<file path="config.mk">
export PLATFORM = sky130hd
export DESIGN_NAME = arp_cache_responder
export DESIGN_NICKNAME = d
export VERILOG_FILES = /design/src/design/arpc_pkg.sv /design/src/design/arp_cache_responder.sv /design/src/design/arpc_ram.sv
export SDC_FILE = /design/constraint.sdc
export NUM_CORES = 2
export LEC_CHECK = 0
export BUFFER_PORTS_ARGS = -buffer_cell sky130_fd_sc_hd__buf_2
export CAP_MARGIN = 15
export CORE_AREA = 2 2 247 492
export CTS_CLUSTER_DIAMETER = 100
export DETAILED_ROUTE_END_ITERATION = 8
export DIE_AREA = 0 0 249 494
export MAX_ROUTING_LAYER = met4
export PLACE_DENSITY_LB_ADDON = 0.25
export SYNTH_ARGS = -nofsm -noshare
export SYNTH_HDL_FRONTEND = slang
export SYNTH_HIERARCHICAL = 1
export SYNTH_SLANG_ARGS = --single-unit
</file>
<file path="constraint.sdc">
create_clock -name clock -period 30.9 [get_ports clock]
set_input_delay 1.545 -clock clock [delete_from_list [all_inputs] [get_ports clock]]
set_output_delay 1.545 -clock clock [all_outputs]
set_load 0.02 [all_outputs]
</file>
<file path="src/design/arpc_pkg.sv">
`timescale 1ns / 1ps
`default_nettype none

package arpc_pkg;

   typedef struct packed {
      logic        cmd;
      logic [15:0] opcode;
      logic [47:0] sender_mac;
      logic [31:0] sender_ip;
      logic [47:0] target_mac;
      logic [31:0] target_ip;
   } req_type;

   typedef struct packed {
      logic [1:0]  status;
      logic        found;
      logic [47:0] resolved_mac;
      logic        send_packet;
      logic [1:0]  pkt_opcode;
      logic [47:0] pkt_sender_mac;
      logic [31:0] pkt_sender_ip;
      logic [47:0] pkt_target_mac;
      logic [31:0] pkt_target_ip;
      logic [47:0] pkt_dest_mac;
   } rsp_type;

   typedef struct packed {
      logic [31:0] ip;
      logic [47:0] mac;
   } entry_type;

   typedef enum logic [1:0] {
      ST_IDLE,
      ST_SEARCH,
      ST_DONE
   } state_type;

   localparam logic        CMD_MESSAGE = 1'b0;
   localparam logic        CMD_RESOLVE = 1'b1;

   localparam logic [15:0] ARP_OP_REQUEST = 16'd1;
   localparam logic [15:0] ARP_OP_REPLY   = 16'd2;

   localparam logic [1:0]  PKT_OP_REQUEST = 2'd1;
   localparam logic [1:0]  PKT_OP_REPLY   = 2'd2;

   localparam logic [1:0]  STATUS_OK         = 2'd0;
   localparam logic [1:0]  STATUS_BAD_OPCODE = 2'd1;
   localparam logic [1:0]  STATUS_FULL       = 2'd2;
   localparam logic [1:0]  STATUS_MISS       = 2'd3;

   localparam logic [47:0] BCAST_MAC = 48'hFFFF_FFFF_FFFF;

endpackage

`default_nettype wire

</file>
<file path="src/design/arp_cache_responder.sv">
`timescale 1ns / 1ps
`default_nettype none

// ARP cache and responder. Takes one beat at a time on req_: an incoming ARP
// message (cmd 0) or a resolve query (cmd 1), and returns exactly one result
// beat on rsp_. The IPv4 to MAC table sits in a single-port-read RAM and is
// walked one entry per cycle from entry 0 up to the fill count. The walk stops
// early on a hit, and an empty table is a miss without any read. An item then
// passes through a hand-over state before the block returns to idle, so the
// next item is accepted only once this one is through. An ARP reply that also
// teaches the target pair walks the table twice, the second time over up to
// n + 1 entries, n being the fill count at the start. An invalid opcode skips
// the walk and goes straight to hand-over. req_ready is high only while no item
// is in progress; the result register lets one finished beat wait on rsp_ready
// while the next item is accepted, and a later item holds in its hand-over
// state until that beat has gone. own_mac is written through csr_, which is
// always ready, and must only be changed while the block is idle. The table
// needs no clearing after reset: the fill count alone marks which entries are
// live.
module arp_cache_responder #(
   parameter int TABLE_DEPTH = 16
) (
   input  wire logic              clock,
   input  wire logic              reset,
   input  wire logic              req_valid,
   output      logic              req_ready,
   input  wire arpc_pkg::req_type req_data,
   output      logic              rsp_valid,
   input  wire logic              rsp_ready,
   output      arpc_pkg::rsp_type rsp_data,
   input  wire logic              csr_valid,
   output      logic              csr_ready,
   input  wire logic [47:0]       csr_data
);

   import arpc_pkg::*;

   localparam int CNT_W  = $clog2(TABLE_DEPTH + 1);
   localparam int ADDR_W = $clog2(TABLE_DEPTH > 1 ? TABLE_DEPTH : 2);

   state_type         state_ff, state_in;
   logic [CNT_W-1:0]  count_ff, count_in;
   logic [CNT_W-1:0]  issue_idx_ff, issue_idx_in;
   logic              rd_pend_ff, rd_pend_in;
   logic [ADDR_W-1:0] rd_idx_ff, rd_idx_in;
   req_type           item_ff, item_in;
   logic              phase_ff, phase_in;
   logic [31:0]       key_ip_ff, key_ip_in;
   logic [47:0]       key_mac_ff, key_mac_in;
   rsp_type           res_ff, res_in;
   logic              rsp_valid_ff, rsp_valid_in;
   rsp_type           rsp_ff, rsp_in;
   logic [47:0]       own_mac_ff, own_mac_in;

   logic              ram_we;
   logic [ADDR_W-1:0] ram_waddr;
   logic [ADDR_W-1:0] ram_raddr;
   entry_type         ram_wdata;
   logic [$bits(entry_type)-1:0] ram_rdata;
   entry_type         rd_entry;

   logic req_accept;
   logic bad_opcode;
   logic issue;
   logic hit;
   logic miss;
   logic search_done;
   logic is_resolve;
   logic table_full;
   logic more_learn;
   logic load_rsp;

   assign rd_entry  = entry_type'(ram_rdata);
   assign ram_wdata = '{ip: key_ip_ff, mac: key_mac_ff};

   assign req_ready  = (state_ff == ST_IDLE);
   assign req_accept = req_valid && req_ready;
   assign bad_opcode = (req_data.cmd == CMD_MESSAGE) &&
                       (req_data.opcode != ARP_OP_REQUEST) &&
                       (req_data.opcode != ARP_OP_REPLY);

   // Reads are issued one per cycle; the compare sees the entry issued in the
   // cycle before, so the walk still stops at the first matching entry.
   assign hit         = rd_pend_ff && (rd_entry.ip == key_ip_ff);
   assign miss        = !rd_pend_ff && (issue_idx_ff == count_ff);
   assign issue       = (state_ff == ST_SEARCH) && (issue_idx_ff != count_ff) && !hit;
   assign search_done = (state_ff == ST_SEARCH) && (hit || miss);

   assign is_resolve = (item_ff.cmd == CMD_RESOLVE);
   assign table_full = miss && (count_ff == CNT_W'(TABLE_DEPTH));
   assign more_learn = !is_resolve && !table_full && (item_ff.opcode == ARP_OP_REPLY) &&
                       !phase_ff && (item_ff.target_mac != BCAST_MAC);

   assign csr_ready  = 1'b1;
   assign own_mac_in = (csr_valid && csr_ready) ? csr_data : own_mac_ff;

   assign rsp_valid_in = (rsp_valid_ff && !rsp_ready) || load_rsp;
   assign rsp_in       = load_rsp ? res_ff : rsp_ff;
   assign rsp_valid    = rsp_valid_ff;
   assign rsp_data     = rsp_ff;

   // Next state.
   always_comb begin
      state_in = state_ff;
      unique case (state_ff)
         ST_IDLE: begin
            if (req_accept) begin
               state_in = bad_opcode ? ST_DONE : ST_SEARCH;
            end
         end
         ST_SEARCH: begin
            if (search_done && !more_learn) begin
               state_in = ST_DONE;
            end
         end
         ST_DONE: begin
            if (!rsp_valid_ff || rsp_ready) begin
               state_in = ST_IDLE;
            end
         end
         default: state_in = ST_IDLE;
      endcase
   end

   // Datapath control.
   always_comb begin
      count_in     = count_ff;
      issue_idx_in = issue_idx_ff;
      rd_pend_in   = 1'b0;
      rd_idx_in    = rd_idx_ff;
      item_in      = item_ff;
      phase_in     = phase_ff;
      key_ip_in    = key_ip_ff;
      key_mac_in   = key_mac_ff;
      res_in       = res_ff;
      ram_we       = 1'b0;
      ram_waddr    = rd_idx_ff;
      ram_raddr    = issue_idx_ff[ADDR_W-1:0];
      load_rsp     = 1'b0;
      unique case (state_ff)
         ST_IDLE: begin
            if (req_accept) begin
               item_in      = req_data;
               phase_in     = 1'b0;
               key_ip_in    = (req_data.cmd == CMD_RESOLVE) ? req_data.target_ip
                                                            : req_data.sender_ip;
               key_mac_in   = req_data.sender_mac;
               issue_idx_in = '0;
               res_in       = '0;
               if (bad_opcode) begin
                  res_in.status = STATUS_BAD_OPCODE;
               end
            end
         end
         ST_SEARCH: begin
            rd_pend_in = issue;
            rd_idx_in  = issue_idx_ff[ADDR_W-1:0];
            if (issue) begin
               issue_idx_in = issue_idx_ff + 1'b1;
            end
            if (search_done) begin
               if (is_resolve) begin
                  if (hit) begin
                     res_in.found        = 1'b1;
                     res_in.resolved_mac = rd_entry.mac;
                  end else begin
                     res_in.status         = STATUS_MISS;
                     res_in.send_packet    = 1'b1;
                     res_in.pkt_opcode     = PKT_OP_REQUEST;
                     res_in.pkt_sender_mac = own_mac_ff;
                     res_in.pkt_sender_ip  = item_ff.sender_ip;
                     res_in.pkt_target_mac = BCAST_MAC;
                     res_in.pkt_target_ip  = item_ff.target_ip;
                     res_in.pkt_dest_mac   = BCAST_MAC;
                  end
               end else if (table_full) begin
                  res_in.status = STATUS_FULL;
               end else begin
                  ram_we = 1'b1;
                  if (!hit) begin
                     ram_waddr = count_ff[ADDR_W-1:0];
                     count_in  = count_ff + 1'b1;
                  end
                  if (item_ff.opcode == ARP_OP_REQUEST) begin
                     res_in.send_packet    = 1'b1;
                     res_in.pkt_opcode     = PKT_OP_REPLY;
                     res_in.pkt_sender_mac = own_mac_ff;
                     res_in.pkt_sender_ip  = item_ff.target_ip;
                     res_in.pkt_target_mac = item_ff.sender_mac;
                     res_in.pkt_target_ip  = item_ff.sender_ip;
                     res_in.pkt_dest_mac   = item_ff.sender_mac;
                  end else if (more_learn) begin
                     // Second walk for the target pair; it sees the entry
                     // just written, as the RAM write lands before the read.
                     phase_in     = 1'b1;
                     key_ip_in    = item_ff.target_ip;
                     key_mac_in   = item_ff.target_mac;
                     issue_idx_in = '0;
                     rd_pend_in   = 1'b0;
                  end
               end
            end
         end
         ST_DONE: begin
            load_rsp = !rsp_valid_ff || rsp_ready;
         end
         default: ;
      endcase
   end

   always_ff @(posedge clock) begin
      if (reset) begin
         state_ff     <= ST_IDLE;
         count_ff     <= '0;
         rd_pend_ff   <= 1'b0;
         rsp_valid_ff <= 1'b0;
         own_mac_ff   <= '0;
      end else begin
         state_ff     <= state_in;
         count_ff     <= count_in;
         rd_pend_ff   <= rd_pend_in;
         rsp_valid_ff <= rsp_valid_in;
         own_mac_ff   <= own_mac_in;
      end
      issue_idx_ff <= issue_idx_in;
      rd_idx_ff    <= rd_idx_in;
      item_ff      <= item_in;
      phase_ff     <= phase_in;
      key_ip_ff    <= key_ip_in;
      key_mac_ff   <= key_mac_in;
      res_ff       <= res_in;
      rsp_ff       <= rsp_in;
   end

   arpc_ram #(
      .WIDTH ($bits(entry_type)),
      .DEPTH (TABLE_DEPTH)
   ) u_table (
      .clock   (clock),
      .wr_en   (ram_we),
      .wr_addr (ram_waddr),
      .wr_data (ram_wdata),
      .rd_addr (ram_raddr),
      .rd_data (ram_rdata)
   );

endmodule

`default_nettype wire

</file>
<file path="src/design/arpc_ram.sv">
`timescale 1ns / 1ps
`default_nettype none

module arpc_ram #(
   parameter int WIDTH = 80,
   parameter int DEPTH = 16
) (
   input  wire logic                                       clock,
   input  wire logic                                       wr_en,
   input  wire logic [$clog2(DEPTH > 1 ? DEPTH : 2)-1:0]   wr_addr,
   input  wire logic [WIDTH-1:0]                           wr_data,
   input  wire logic [$clog2(DEPTH > 1 ? DEPTH : 2)-1:0]   rd_addr,
   output      logic [WIDTH-1:0]                           rd_data
);

   logic [WIDTH-1:0] mem [DEPTH];

   always_ff @(posedge clock) begin
      if (wr_en) begin
         mem[wr_addr] <= wr_data;
      end
      rd_data <= mem[rd_addr];
   end

endmodule

`default_nettype wire

</file>
==> impl_results.md <==
* Die Ht at 494 um
* Total grt overflow at 0
* Switching power at 0.00138 W
* Max Cap Viol at 0
* Fin util at 72.6%
* Initial core utilization at 64.8%
* Global placer's final weighted congestion at 0.823
* Post-synth top cells: 1975 x edfxtp_1, 320 x mux4_2, 266 x nand2_1
* Seq pwr share at 57.0%
* Hold_buf cts at 0
* VDD IR-drop max at 68.8 uV
* CTS root buf: clkbuf_16
* Via-to-Cell Ratio at 6.27
* First-pass detailed-route iteration total at 5
* Top cells by area, synth: edfxtp_1 77%, mux4_2 9.4%, dfxtp_1 3.6%
* Mapped Nets at 4000
* H-tree Lvls at 4
* GRT Overall Usage at 29.0%
* Share of power burned in the clock network at 35.1%
* R2r setup slk at 25100 ps
* RSZ-0062 raised after global routing: false
* Final hold vios at 0
* DRC viols at 0
* #FFs+latches synth at 2112
* Final Slew Violations at 0
* Post-CTS Setup Repair Bufs at 0
* Final period utilization at 18.8%
* Final setup violation count at 0
* Layout Skew at 20.5 ps
* Worst slew margin at 15.3%
* Finished Cell Area at 86400 um2
* Worst Setup End Kind: register
* Die W at 249 um
* Non-Filler Instances at 5960
* Internal power at 0.00469 W
* Hpwl dp at 100000 um
* TritonCTS buffer count at 168
* Wire per inst at 28.8 um
* FF-to-FF path depth at 8
* Worst min path class: reg -> reg
* Share of cells above drive strength 1 at 26.4%
* Post-cts repair resize count at 0
* Register area share after synthesis at 80.6%
* Max Root-Sink Buffers at 3
* Port buffer count at 493
* PwrDens at 70.3 nW/um2
* Switching Share at 22.8%
* Hold Path Depth at 0
* Core box area at 119000 um2
* Ports at 495
* Nets at 4502
* CTS tree: built
* Clock transition at path regs at 70 ps
* Cells after Synth at 3767
* Largest net degree at the start of global routing at 140
* Worst Max-Slew Pin Slew at 1270 ps
* Post-DP Area at 80900 um2
* Initial antenna violation count at 14
* Initial detailed-routing violation count at 3443
* Top cell type's share of synthesized area at 77.0%
* Post-synth EDFFs at 1975
* Post-synth top area cell: edfxtp_1
* First-pass GRT wire length at 248000 um
* Status: finished, final reports clean
* Vias in the first global route at 38683
* Die area at 123000 um2
* Top-count cell post-synth: edfxtp_1
* FMAX at 0.172 GHz
* Main synth FF type: edfxtp_1
* Worst R2R End: u_table/mem[3][68]
* Distinct cells, synth at 55
* Worst Hold Margin at 415 ps
* Asr flop ratio synth at 0%
* Minimum clock period at 5810 ps
* CP Launch Type: register
* Num Clock Sinks at 2112
* Setup_tns at 0 ps
* Row count at 179
* Worst path required time at 31300 ps
* Clock Latency Late Sink at 800 ps
* Area Overhead vs Synth at 12.1%
* CP Class: reg -> reg
* Hold_sp: res_ff[133]
* Combinational Power Share at 7.9%
* Cells after DPL at 5637
* Worst endpoint data arrival time at 6210 ps
* Hold Path Sink: rsp_data[133]
* Drt total wl at 172000 um
* Worst flop-to-flop path startpoint: key_ip_ff[0]
* Mean post-synth cell area at 20.4 um2
* Post-Syn Area at 77000 um2
* YS warnings at 6
* Via count at 37343
* Post-route antenna net violation count at 0
* CP max FO at 56
* Pleak at 29.2 nW
## flip-flops by register name, summed over array words and instances (netlist names), 4 cells and up
register,cells
rd_idx_ff,4
issue_idx_ff,5
key_ip_ff,32
key_mac_ff,48
own_mac_ff,48
u_table/rd_data,80
res_ff,214
item_ff,176
rsp_data,214
count_ff,5
u_table/mem,1280
## routing by layer
metal  vias up  global-route usage [%]  routed length (um)
met4         0                    15.0               10000
met3       414                    4.22               10700
met1     19233                    31.8               56700
met5         -                       -                   0
li1      15904                       -                   -
met2      1792                    51.4               94100
## critical path, cell delays in order, from the launching register on
cell	delay, ps
edfxtp_1	600
xnor2_1	500
nand4_1	150
nor3_1	790
and3_1	620
o21a_1	250
or3b_1	530
nor2_4	930
buf_4	930
## cells by family after synthesis
family,after synthesis,synth area share [%]
adder cells (fa/ha/maj),3,0.0487
XOR/XNOR,42,0.487
buffers and inverters,234,1.61
AND/OR/NAND/NOR,689,4.00
AO/OA/AOI/OAI,219,2.02
other,1,0.00487
flip-flops,2112,80.6
multiplexers,467,11.3
## power groups by stage
stage	Clock, W	Combinational (W)	Sequential, W
6_report	0.00213	0.000480	0.00346
5_1_grt	0.00226	0.000514	0.00348
4_1_cts	0.00216	0.000486	0.00347
3_5_place_dp	0	0.000481	0.00353
3_3_place_gp	0	0.000476	0.00351
2_1_floorplan	0	0.000319	0.00350
## area by class of cell
class,count,area (um2)
Antenna cell,12,30.0
Multi-Input combinational cell,1421,13900
Sequential cell,2112,62000
Clock buffer,235,4760
Inverter,5,23.8
Fill cell,6739,32500
Tap cell,1538,1920
Timing Repair Buffer,561,3000
Clock inverter,76,681
## stage by stage
stage                     total power [W]  setup WS (ps)
after floorplan                   0.00382          19020
after global placement            0.00399          25010
after detailed placement          0.00401          25050
after CTS                         0.00611          25000
after global routing              0.00625          24940
final                             0.00607          25100
## cells in the final DEF, fill, tap and decap left out, drive strengths merged, types with 7 or more instances in the layout
cell and instances:
clkinvlp 7, dfxtp 137, nor3 8, and2 101, mux2i 144, buf 561
nand3 8, nand2 267, clkinv 50, nor4 12, mux4 320, o21ai 36
xnor2 39, inv 14, nor2 238, bufinv 10, edfxtp 1975, diode 12
clkbuf 235, nand4 32, a21oi 8, a22oi 160
## worst max-delay path by stage
stage	startpoint	end	slack, ps	cells after the start
floorplan	rsp_ready	rsp_data[100]	19020	2
global placement	key_ip_ff[0]	u_table/mem[3][12]	25010	8
detailed placement	key_ip_ff[0]	u_table/mem[3][68]	25050	8
CTS	key_ip_ff[0]	u_table/mem[3][68]	25000	8
global route	issue_idx_ff[1]	u_table/mem[3][23]	24940	9
finish	key_ip_ff[0]	u_table/mem[3][68]	25100	8
Note: power is estimated with default switching activity, not from simulation.
